File: src/rtl/ptc_pkg.sv
package ptc_pkg;

	localparam int D_W   = 24;
	localparam int CAL_W = 16;
	localparam int IDX_W = 3;
	localparam int OUT_W = 32;
	localparam int N_STG = 9;

	localparam int TEMP_REF  = 2000;
	localparam int TEMP_VLOW = -1500;

	typedef enum logic [IDX_W-1:0] {
		REG_C1 = 3'd0,
		REG_C2 = 3'd1,
		REG_C3 = 3'd2,
		REG_C4 = 3'd3,
		REG_C5 = 3'd4,
		REG_C6 = 3'd5
	} reg_idx_t;

	typedef struct packed {
		logic [CAL_W-1:0] c1;
		logic [CAL_W-1:0] c2;
		logic [CAL_W-1:0] c3;
		logic [CAL_W-1:0] c4;
		logic [CAL_W-1:0] c5;
		logic [CAL_W-1:0] c6;
	} cal_t;

	typedef logic signed [24:0] dt_t;
	typedef logic signed [40:0] prod_t;
	typedef logic signed [49:0] dsq_t;
	typedef logic        [47:0] dtsq_t;
	typedef logic signed [18:0] temp_t;
	typedef logic signed [19:0] tf_t;
	typedef logic        [16:0] ti_t;
	typedef logic signed [35:0] off_t;
	typedef logic signed [34:0] sens_t;
	typedef logic signed [37:0] devsq_t;
	typedef logic        [34:0] sq_t;
	typedef logic        [37:0] offc_t;
	typedef logic        [36:0] sensc_t;
	typedef logic signed [39:0] fin_t;
	typedef logic signed [43:0] pp_t;
	typedef logic        [43:0] ppu_t;
	typedef logic signed [63:0] acc_t;
	typedef logic signed [42:0] a_t;
	typedef logic signed [43:0] dif_t;
	typedef logic signed [OUT_W-1:0] out_t;

endpackage

File: src/rtl/ptc_cal_regs.sv
module ptc_cal_regs (
	input  logic                      clk,
	input  logic                      arst_n,
	input  logic                      wr_en,
	input  logic [ptc_pkg::IDX_W-1:0] wr_index,
	input  logic [ptc_pkg::CAL_W-1:0] wr_data,
	output ptc_pkg::cal_t             cal
);

	ptc_pkg::cal_t cal_q;

	always_ff @(posedge clk or negedge arst_n) begin
		if (!arst_n) begin
			cal_q <= '0;
		end else if (wr_en) begin
			unique case (wr_index)
				ptc_pkg::REG_C1: cal_q.c1 <= wr_data;
				ptc_pkg::REG_C2: cal_q.c2 <= wr_data;
				ptc_pkg::REG_C3: cal_q.c3 <= wr_data;
				ptc_pkg::REG_C4: cal_q.c4 <= wr_data;
				ptc_pkg::REG_C5: cal_q.c5 <= wr_data;
				ptc_pkg::REG_C6: cal_q.c6 <= wr_data;
				default: ;
			endcase
		end
	end

	assign cal = cal_q;

endmodule

File: config.mk
export PLATFORM = sky130hd
export DESIGN_NAME = ptc_cal_regs
export DESIGN_NICKNAME = d
export VERILOG_FILES = /design/src/rtl/ptc_pkg.sv /design/src/rtl/ptc_cal_regs.sv
export SDC_FILE = /design/constraint.sdc
export NUM_CORES = 1
export LEC_CHECK = 0
export BUFFER_PORTS_ARGS = -buffer_cell sky130_fd_sc_hd__buf_2
export CAP_MARGIN = 0
export CELL_PAD_IN_SITES_DETAIL_PLACEMENT = 1
export CELL_PAD_IN_SITES_GLOBAL_PLACEMENT = 2
export CORE_MARGIN = 10
export CORE_UTILIZATION = 37
export CTS_CLUSTER_SIZE = 28
export DETAILED_ROUTE_END_ITERATION = 6
export PLACE_DENSITY = 0.9
export SETUP_SLACK_MARGIN = 0.15
export SYNTH_ARGS = -nofsm -noshare
export SYNTH_HDL_FRONTEND = slang
export SYNTH_SLANG_ARGS = --single-unit
export TNS_END_PERCENT = 10
File: constraint.sdc
create_clock -name clk -period 1.6 [get_ports clk]
set_input_delay 0.32 -clock clk [delete_from_list [all_inputs] [get_ports clk]]
set_output_delay 0.32 -clock clk [all_outputs]
set_load 0.01 [all_outputs]
* After elaboration in Yosys (flattened, before gate mapping) *
Cells that the tools add are included.

word-level totals
  bits in registers = 96
  bits of input ports = 22
  logic and storage cells = 18
  output and inout port bits = 96

operators by class
  equal/unequal tests = 5
  reductions and logical operators = 7

operators with widths
  kind                  number
  $reduce_and A2 Y1     6
  $eq A3 B2 Y1 const B  2
  $eq A3 B3 Y1 const B  2
  $eq A3 B1 Y1 const B  1
  $logic_not A3 Y1      1

* Longest topological paths before layout *
Gate-level depths: netlist of run 1.

  word-level depth = 2
  depth in mapped cells = 5
  depth with buffers taken out = 2

* Worst setup path before layout of run 1 *
Ideal clock, no wire load.

  path kind = in2reg
  from = in wr_index[0] in the netlist's numbering
  to = reg cal_q (netlist bit cal[80])
  path slack = 92 ps
  stages = 4
  data required time = 1,475 ps
  arrival = 1,383 ps
  path through = buf_6 nor4b_4 buf_6 mux2_2

on the way
  longest elaborated chain between the ends = 2

RTL lines
  element                             RTL line            text
  from (decl)                         ptc_cal_regs.sv:5   input logic [ptc_pkg::IDX_W-1:0] wr_index,
  $logic_not A3 Y1                    ptc_cal_regs.sv:16  unique case (wr_index)
  $reduce_and A2 Y1 (no source line)  --
  to (decl)                           ptc_cal_regs.sv:10  ptc_pkg::cal_t cal_q;

Every way passes these cells.
A chain may end at the register's enable or synchronous reset.

* Worst setup path in the final report of run 1 *
  from = reg cal_q (netlist bit cal[34])
  to = out cal[34] in the netlist's numbering

RTL lines
  element    RTL line           text
  to (decl)  ptc_cal_regs.sv:7  output ptc_pkg::cal_t cal

No word-level cell between the ends.

==> results of run 1 <==
-- power by group through the flow --
stage / clock network, mW / registers [mW] / logic [mW]
finish: 1.54 / 3.23 / 1.59
global route: 1.72 / 3.31 / 1.76
CTS: 1.61 / 3.24 / 1.65
detailed placement: 0 / 3.29 / 1.64
global placement: 0 / 3.24 / 1.59
floorplan: 0 / 3.52 / 0.516
-- kinds of logic (layout without fill, tap and decap cells) --
family / after synthesis / after routing / share of synthesized area
buffers and inverters: 10 / 141 / 0.02823
DFF: 96 / 96 / 0.6531
muxes: 96 / 96 / 0.2939
and+or+nand+nor: 6 / 6 / 0.02483
-- path summary, 6_finish.rpt --
path / cells past startpoint / slack, ns / end
worst max-delay path: 1 / 0.38 / cal[34]
worst min-delay path: 2 / -0.02 / cal[65]
worst max register to register: 1 / 0.80 / cal[82]
worst min register to register: 1 / 0.51 / cal[21]
max in group asynchronous: 2 / 1.16 / cal[57]
min in group clk: 2 / 0.28 / cal[54]
-- layer usage --
| layer | routed length, um | track usage |
|---|---|---|
| met1 | 3470 | 0.1353 |
| met5 | 0 | 0 |
| met4 | 66 | 0.02941 |
| met2 | 4842 | 0.2301 |
| met3 | 1066 | 0.07689 |
-- layout make-up --
type                    instances  area, um2  area share
flip-flops and latches         96       2402      0.5156
clock buffers                   9      123.9     0.02658
clock inverters                 7      71.32     0.01531
multi-input cells             102       1172      0.2516
repair buffers                125      723.2      0.1552
well taps                     133      166.4     0.03571
-- through the flow --
step,util,total power [mW]
2_1_floorplan,-,4.033
3_3_place_gp,0.4588,4.829
3_5_place_dp,0.4588,4.935
4_1_cts,0.4789,6.497
5_1_grt,0.4789,6.791
6_report,0.4789,6.366
-- cells in the final DEF (no fill, tap or decap), drive strengths merged --
cell type	Yosys	layout
dfrtp	96	96
clkinvlp	0	3
nand4b	2	2
mux2	96	96
clkinv	0	2
and4bb	3	3
buf	10	125
bufinv	0	1
clkbuf	0	9
inv	0	1
nor4b	1	1
==> flow_summary.yaml, run 1 <==
placed_design:
  dp_slack_ns: 0.1071
  place_area_um2: 4464
  io_buffers: 117
  hpwl_um: 6950
  dp.cells: 456
  routabilityCongestion: 0.6954
final_layout:
  final_cell_area_um2: 4659
  instances_no_fill: 472
  fillers: 1012
  n_antenna_cell: 0
  areaGrowthSynthToFinish_pct: 26.67
  nets: 356
  largest_reg_flops: 96
  drive_gt1_frac: 0.7109
synthesis:
  synth_most_common_cell: "dfrtp_1"
  synth_cell_types: 10
  synth.net_count: 230
  ys.flop_type: "dfrtp_1"
  synth_edf_count: 0
  ys_seq_area_frac: 0.6531
  synth_area_um2: 3679
  synth_top_area_cell: "dfrtp_1"
  syn_avg_cell_area_um2: 17.69
  synth_area_leaders: "dfrtp_1, mux2_2, buf_6"
  synthArstFlopShare: 1.000
  synth_commonest_cells: "dfrtp_1, mux2_2, buf_6"
  synth_top_area_frac: 0.6531
  ys_ff_latch: 96
  ys_warn_count: 0
  syn-instance-count: 208
routing:
  dr.pass1.iters: 4
  drc: 0
  drt-initial-drc-count: 17
  routed_wirelength_um: 9445
  vias_per_cell: 4.744
  post_drt_wl_per_cell_um: 20.01
  vias: 2239
  final_antenna_net_count: 0
cts:
  cts.path.max_buffers: 2
  root_buffer: "clkbuf_8"
  path_clk_slew_ns: 0.09
  cts_tree: "built"
  ctsResizeCount: 0
  clock-sinks: 96
  clk_latency_ns: 0.35
  holdBufCountCts: 0
  cts_setup_buffers: 0
  cts-htree-levels: 3
  numCtsBuffers: 9
sta:
  rsz0062_at_grt: "false"
  skew_ns: 0
  fin_crit_ns: 1.220
  fin_setup_tns_ns: 0
  min_period_over_period: 0.7627
  worst_slew_pin_slew_ns: 0.5422
  hold_ws_ns: -0.02227
  setup_ws_ns: 0.3797
  hold_viol: 24
  maxSlewViolCount: 0
  finalSetupViolCount: 0
  max_freq_mhz: 819.5
  slew_headroom: 0.6385
pwr:
  p_int_mw: 4.479
  combPwrFrac: 0.250
  switching_share: 0.2965
  cellPowerDensity_nw_per_um2: 1366
  clkPwrFrac: 0.242
  vdd_drop_max_mv: 0.7018
  seqPwrFrac: 0.508
  p_sw_mw: 1.887
  power.leakage_nw: 2.215
status:
  status: "finished with violations"
  violations: "negative hold slack"
floorplan:
  io-pin-count: 118
  die_area_um2: 14330
  num_rows: 36
  chipWidth_um: 119.7
  die_height_um: 119.7
  initial_core_util: 0.3781
  coreArea_um2: 9729
global_routing:
  grt_use_total: 0.1325
  grt_pass1_wl_um: 14960
  grt_pass1_vias: 2654
  overflow: 0
  grt_max_degree: 97
  antenna_found_initial: 0
critical_path:
  startpoint: "cal[34]"
  arrival_ns: 0.90
  slowest_delay_ns: 0.41
  cp-end-kind: "output pin"
  slowest_stage: "dfrtp_1"
  critPathMaxFanout: 2
  r2r-start: "cal[82]"
  path_cells: "buf_2"
  critPathKind: "flip-flop to output pin"
  critPathLaunchType: "flip-flop"
  cpLargestDelayFamily: "flip-flops"
  crit_buf_inv: 1
  cp.required_ns: 1.28
worst_hold_path:
  hp-class: "input port to asynchronous set/reset pin"
run:
  cap_violations: 0
Note: power is estimated with default switching activity, not from simulation.
==> run 2, diff against run 1 <==
Settings changed: CORE_UTILIZATION 37 to 35, PLACE_DENSITY 0.9 to 0.86.
Clock period 1.6 ns to 1.15 ns, I/O delays scaled along.
==> run 2 against run 1 <==
Against the previous run: the flow now finishes without violations; die area increased by 4.8%; global-route usage increased by 0.21 points; count of clock-buffer cells in the layout increased by 4; sequential share of layout area decreased by 5.5 points; critical endpoint is now cal[85]; largest power group unchanged.
==> flow_summary.yaml, run 2 (synthesis results as in run 1) <==
status:
  status: "finished clean"
final_layout:
  nets: 373
  largest_reg_flops: 96
  layout_common_cells: "dfrtp_1, mux2_2, buf_6"
  drive_gt1_frac: 0.7147
  mostFrequentLayoutCell: "dfrtp_1"
  n_antenna_cell: 0
  areaGrowthSynthToFinish_pct: 41.80
  final_cell_area_um2: 5216
sta:
  rsz0062_at_grt: "true"
  max_freq_mhz: 884.0
  maxSlewViolCount: 0
  hold_viol: 0
  min_period_over_period: 0.9836
  fin_crit_ns: 1.131
  slew_headroom: 0.7861
  worst_slew_pin_slew_ns: 0.3195
  finalSetupViolCount: 0
  skew_ns: 0
floorplan:
  initial_core_util: 0.3579
  coreArea_um2: 10280
  die_area_um2: 15010
  num_rows: 37
  chipWidth_um: 122.5
  die_height_um: 122.5
  io-pin-count: 118
routing:
  drt-initial-drc-count: 82
  vias: 2316
  drc: 0
  post_drt_wl_per_cell_um: 20.74
  routed_wirelength_um: 10160
  vias_per_cell: 4.727
  final_antenna_net_count: 0
  dr.pass1.iters: 4
critical_path:
  slowest_stage: "dfrtp_1"
  arrival_ns: 0.90
  cpLargestDelayFamily: "flip-flops"
  slowest_delay_ns: 0.41
  critPathMaxFanout: 2
  critPathLaunchType: "flip-flop"
  cp.required_ns: 0.92
  critPathKind: "flip-flop to output pin"
  cp-end-kind: "output pin"
  crit_buf_inv: 1
  path_cells: "buf_2"
pwr:
  clkPwrFrac: 0.200
  vdd_drop_max_mv: 0.7826
  cellPowerDensity_nw_per_um2: 1802
  p_int_mw: 6.698
  power.leakage_nw: 2.460
  p_sw_mw: 2.699
  switching_share: 0.2872
  combPwrFrac: 0.308
  seqPwrFrac: 0.492
  finalPower_mw: 9.398
global_routing:
  use_met1: 0.1529
  met3_usage: 0.07897
  overflow: 0
  grt_max_degree: 34
  antenna_found_initial: 0
  grt_pass1_wl_um: 15480
  grt_pass1_vias: 2599
  grt_use_total: 0.1346
  grt.busiest_layer: "met2"
  use_met2: 0.2147
cts:
  clock-sinks: 96
  cts_tree: "built"
  path_clk_slew_ns: 0.09
  cts.path.max_buffers: 2
  clk_latency_ns: 0.34
  root_buffer: "clkbuf_8"
  cts-htree-levels: 3
  numCtsBuffers: 9
placed_design:
  routabilityCongestion: 0.6894
  hpwl_um: 7354
  place_area_um2: 4568
  io_buffers: 117
run:
  cap_violations: 0
worst_hold_path:
  hp-class: "input port to flip-flop"
==> run 2: cell types whose count changed in the layout (fill, tap and decap cells not counted), sizes merged <==
cell	change
buf	+16
clkbuf	+4
dlygate4sd3	+1
bufinv	-1
inv	-1
clkinv	-1
clkinvlp	-3
==> run 2: final timing paths <==
kind	startpoint	end	slack, ns	cells past startpoint
hold reg to reg	cal[4]	cal[4]	0.51	1
max in group asynchronous	arst_n	cal[22]	0.37	3
hold / removal	wr_data[7]	cal[87]	0.20	2
min in group asynchronous	arst_n	cal[48]	0.30	2
setup / recovery	cal[85]	cal[85]	0.02	1
setup reg to reg	cal[89]	cal[89]	0.10	3
==> run 2: power by group through the flow <==
| stage | Clock (mW) | Combinational [mW] | Sequential, mW |
|---|---|---|---|
| 6_report | 1.88 | 2.89 | 4.62 |
| 5_1_grt | 2.12 | 3.11 | 4.72 |
| 4_1_cts | 1.97 | 2.65 | 4.56 |
| 3_5_place_dp | 0 | 2.30 | 4.57 |
| 3_3_place_gp | 0 | 2.25 | 4.52 |
| 2_1_floorplan | 0 | 0.717 | 4.89 |
==> run 2: what timing repair did <==
item	in CTS	in global routing
gates resized for setup	47	36
endpoints found under the setup margin	128	118
hold buffers	1	0
setup buffers	3	3
pin swaps	1	1
hold endpoints to repair	18	0
==> run 2: through the flow <==
stage	setup WS (ns)	TNS [ns]	instances	utilization	hold WS, ns
after global routing	-0.02568	-0.3789	490	0.5075	0.1776
final	0.01883	0	490	0.5075	0.1973
after CTS	-0.005410	-0.006177	487	0.4854	0.1646
after global placement	-0.2283	-16.60	469	0.4445	0.1367
after detailed placement	-0.2849	-19.39	469	0.4445	0.1396
after floorplan	-0.2680	-8.531	208	-	-0.06559
==> run 2: per-layer routing <==
metal | vias to the layer above | routed length, um
met5 | - | 0
li1 | 1024 | -
met3 | 6 | 1104
met4 | 0 | 76
met2 | 84 | 4826
met1 | 1202 | 4154
==> run 2: cell type report <==
| type | count | area (um2) |
|---|---|---|
| clock buffer | 13 | 148.9 |
| clock inverter | 1 | 5.005 |
| fill | 1025 | 5061 |
| multi-input combinational | 102 | 1229 |
| sequential | 96 | 2402 |
| tap | 136 | 170.2 |
| timing repair buffer | 142 | 1261 |
==> run 3, diff against run 2 <==
Settings changed: ABC_CLOCK_PERIOD_IN_PS set to 1150, CORE_MARGIN 10 to not set, MAX_ROUTING_LAYER set to met4.
==> run 3 against run 2 <==
Against the previous run: largest cell class unchanged; die area is 27% lower; non-clock buffer count is 1 higher; final cell count is 0.61% higher; critical endpoint is now cal[20]; critical path type unchanged; maximum frequency is 0.75% lower; clock power is 18% higher; via count is 0.82% lower; combinational power is 8.7% lower.
==> flow_summary.yaml, run 3 (synthesis results as in run 1) <==
pwr:
  combPwrFrac: 0.281
  p_int_mw: 6.768
  vdd_drop_max_mv: 0.8408
  p_sw_mw: 2.635
  seqPwrFrac: 0.482
  clkPwrFrac: 0.237
  cellPowerDensity_nw_per_um2: 1851
  power.leakage_nw: 2.441
  switching_share: 0.2802
routing:
  routed_wirelength_um: 9010
  drc: 0
  vias_per_cell: 4.659
  vias: 2297
  drt-initial-drc-count: 28
  post_drt_wl_per_cell_um: 18.28
  dr.pass1.iters: 4
  final_antenna_net_count: 0
critical_path:
  critPathKind: "flip-flop to output pin"
  cp-end-kind: "output pin"
  crit_buf_inv: 1
  critPathLaunchType: "flip-flop"
  slowest_delay_ns: 0.41
  cp.required_ns: 0.92
  cpLargestDelayFamily: "flip-flops"
  arrival_ns: 0.91
  critPathMaxFanout: 2
  slowest_stage: "dfrtp_1"
  path_cells: "buf_2"
final_layout:
  utilization: 0.4942
  largest_reg_flops: 96
  n_antenna_cell: 0
  drive_gt1_frac: 0.7199
  areaGrowthSynthToFinish_pct: 38.06
  layout_common_cells: "dfrtp_1, buf_2, mux2_2"
  mostFrequentLayoutCell: "dfrtp_1"
  final_cell_area_um2: 5079
  instances_no_fill: 493
  nets: 374
placed_design:
  routabilityCongestion: 0.6840
  dp.cells: 464
  dp_slack_ns: -0.2579
  io_buffers: 117
  place_area_um2: 4543
  hpwl_um: 6084
sta:
  skew_ns: 0
  min_period_over_period: 0.9910
  slew_headroom: 0.8141
  fin_crit_ns: 1.140
  hold_viol: 0
  rsz0062_at_grt: "true"
  worst_slew_pin_slew_ns: 0.2777
  fin_setup_tns_ns: 0
  setup_ws_ns: 0.01031
  maxSlewViolCount: 0
  finalSetupViolCount: 0
  max_freq_mhz: 877.4
global_routing:
  grt_pass1_wl_um: 13890
  grt_use_total: 0.1734
  overflow: 0
  grt_pass1_vias: 2500
  antenna_found_initial: 0
  grt_max_degree: 50
floorplan:
  chipWidth_um: 104.5
  die_area_um2: 10920
  die_height_um: 104.5
  initial_core_util: 0.3579
  num_rows: 37
  io-pin-count: 118
  coreArea_um2: 10280
cts:
  clock-sinks: 96
  cts-htree-levels: 3
  path_clk_slew_ns: 0.09
  clk_latency_ns: 0.35
  root_buffer: "clkbuf_8"
  cts.path.max_buffers: 2
  cts_tree: "built"
  numCtsBuffers: 9
status:
  status: "finished clean"
run:
  cap_violations: 0
worst_hold_path:
  hp-class: "input port to flip-flop"
run 3: cell types whose count changed in the layout (fill, tap and decap cells not counted), sizes merged:
| cell | delta |
|---|---|
| bufinv | +1 |
| clkbuf | +1 |
| clkinv | +1 |
run 3: metrics by stage:
step | hold WS, ns | total power [mW]
after floorplan | -0.06559 | 5.610
after global placement | 0.2480 | 6.666
after detailed placement | 0.2462 | 6.780
after CTS | 0.1665 | 9.121
after global routing | 0.1827 | 9.899
final | 0.1896 | 9.402
run 3: cell type report:
type                            instances  area [um2]
Sequential cell                        96        2402
Clock inverter                          3       40.04
Tap cell                              136       170.2
Clock buffer                           13       158.9
Timing Repair Buffer                  143        1049
Multi-Input combinational cell        102        1259
Fill cell                            1048        5199
run 3: final timing paths:
check | from | to | cells past startpoint | slack (ns)
max in group asynchronous | arst_n | cal[75] | 3 | 0.50
max | cal[20] | cal[20] | 1 | 0.01
min reg2reg | cal[82] | cal[82] | 1 | 0.49
max reg2reg | cal[20] | cal[20] | 3 | 0.12
min | wr_data[2] | cal[82] | 2 | 0.19
min in group asynchronous | arst_n | cal[49] | 3 | 0.40
run 3: timing repair:
item                                    4_1_cts  5_1_grt
buffers inserted                              6        6
hold endpoints to repair                     96        0
endpoints found under the setup margin      120      151
pin swaps                                     0        3
resized for setup                             3       52
hold buffers                                  1        0
run 3: power groups by stage:
stage	sequential, mW	combinational [mW]	clock, mW
after global routing	4.63	2.84	2.42
after CTS	4.50	2.33	2.30
after detailed placement	4.56	2.22	0
after global placement	4.52	2.15	0
after floorplan	4.89	0.717	0
final	4.54	2.64	2.22
run 3: per-layer routing:
layer	share of wire	global-route usage	wire, um	up-vias
met5	0	-	0	-
met2	0.50	0.2862	4549	84
met3	0.069	0.05388	619	11
li1	-	-	-	1029
met4	0.010	0.05816	90	0
met1	0.42	0.2002	3751	1173
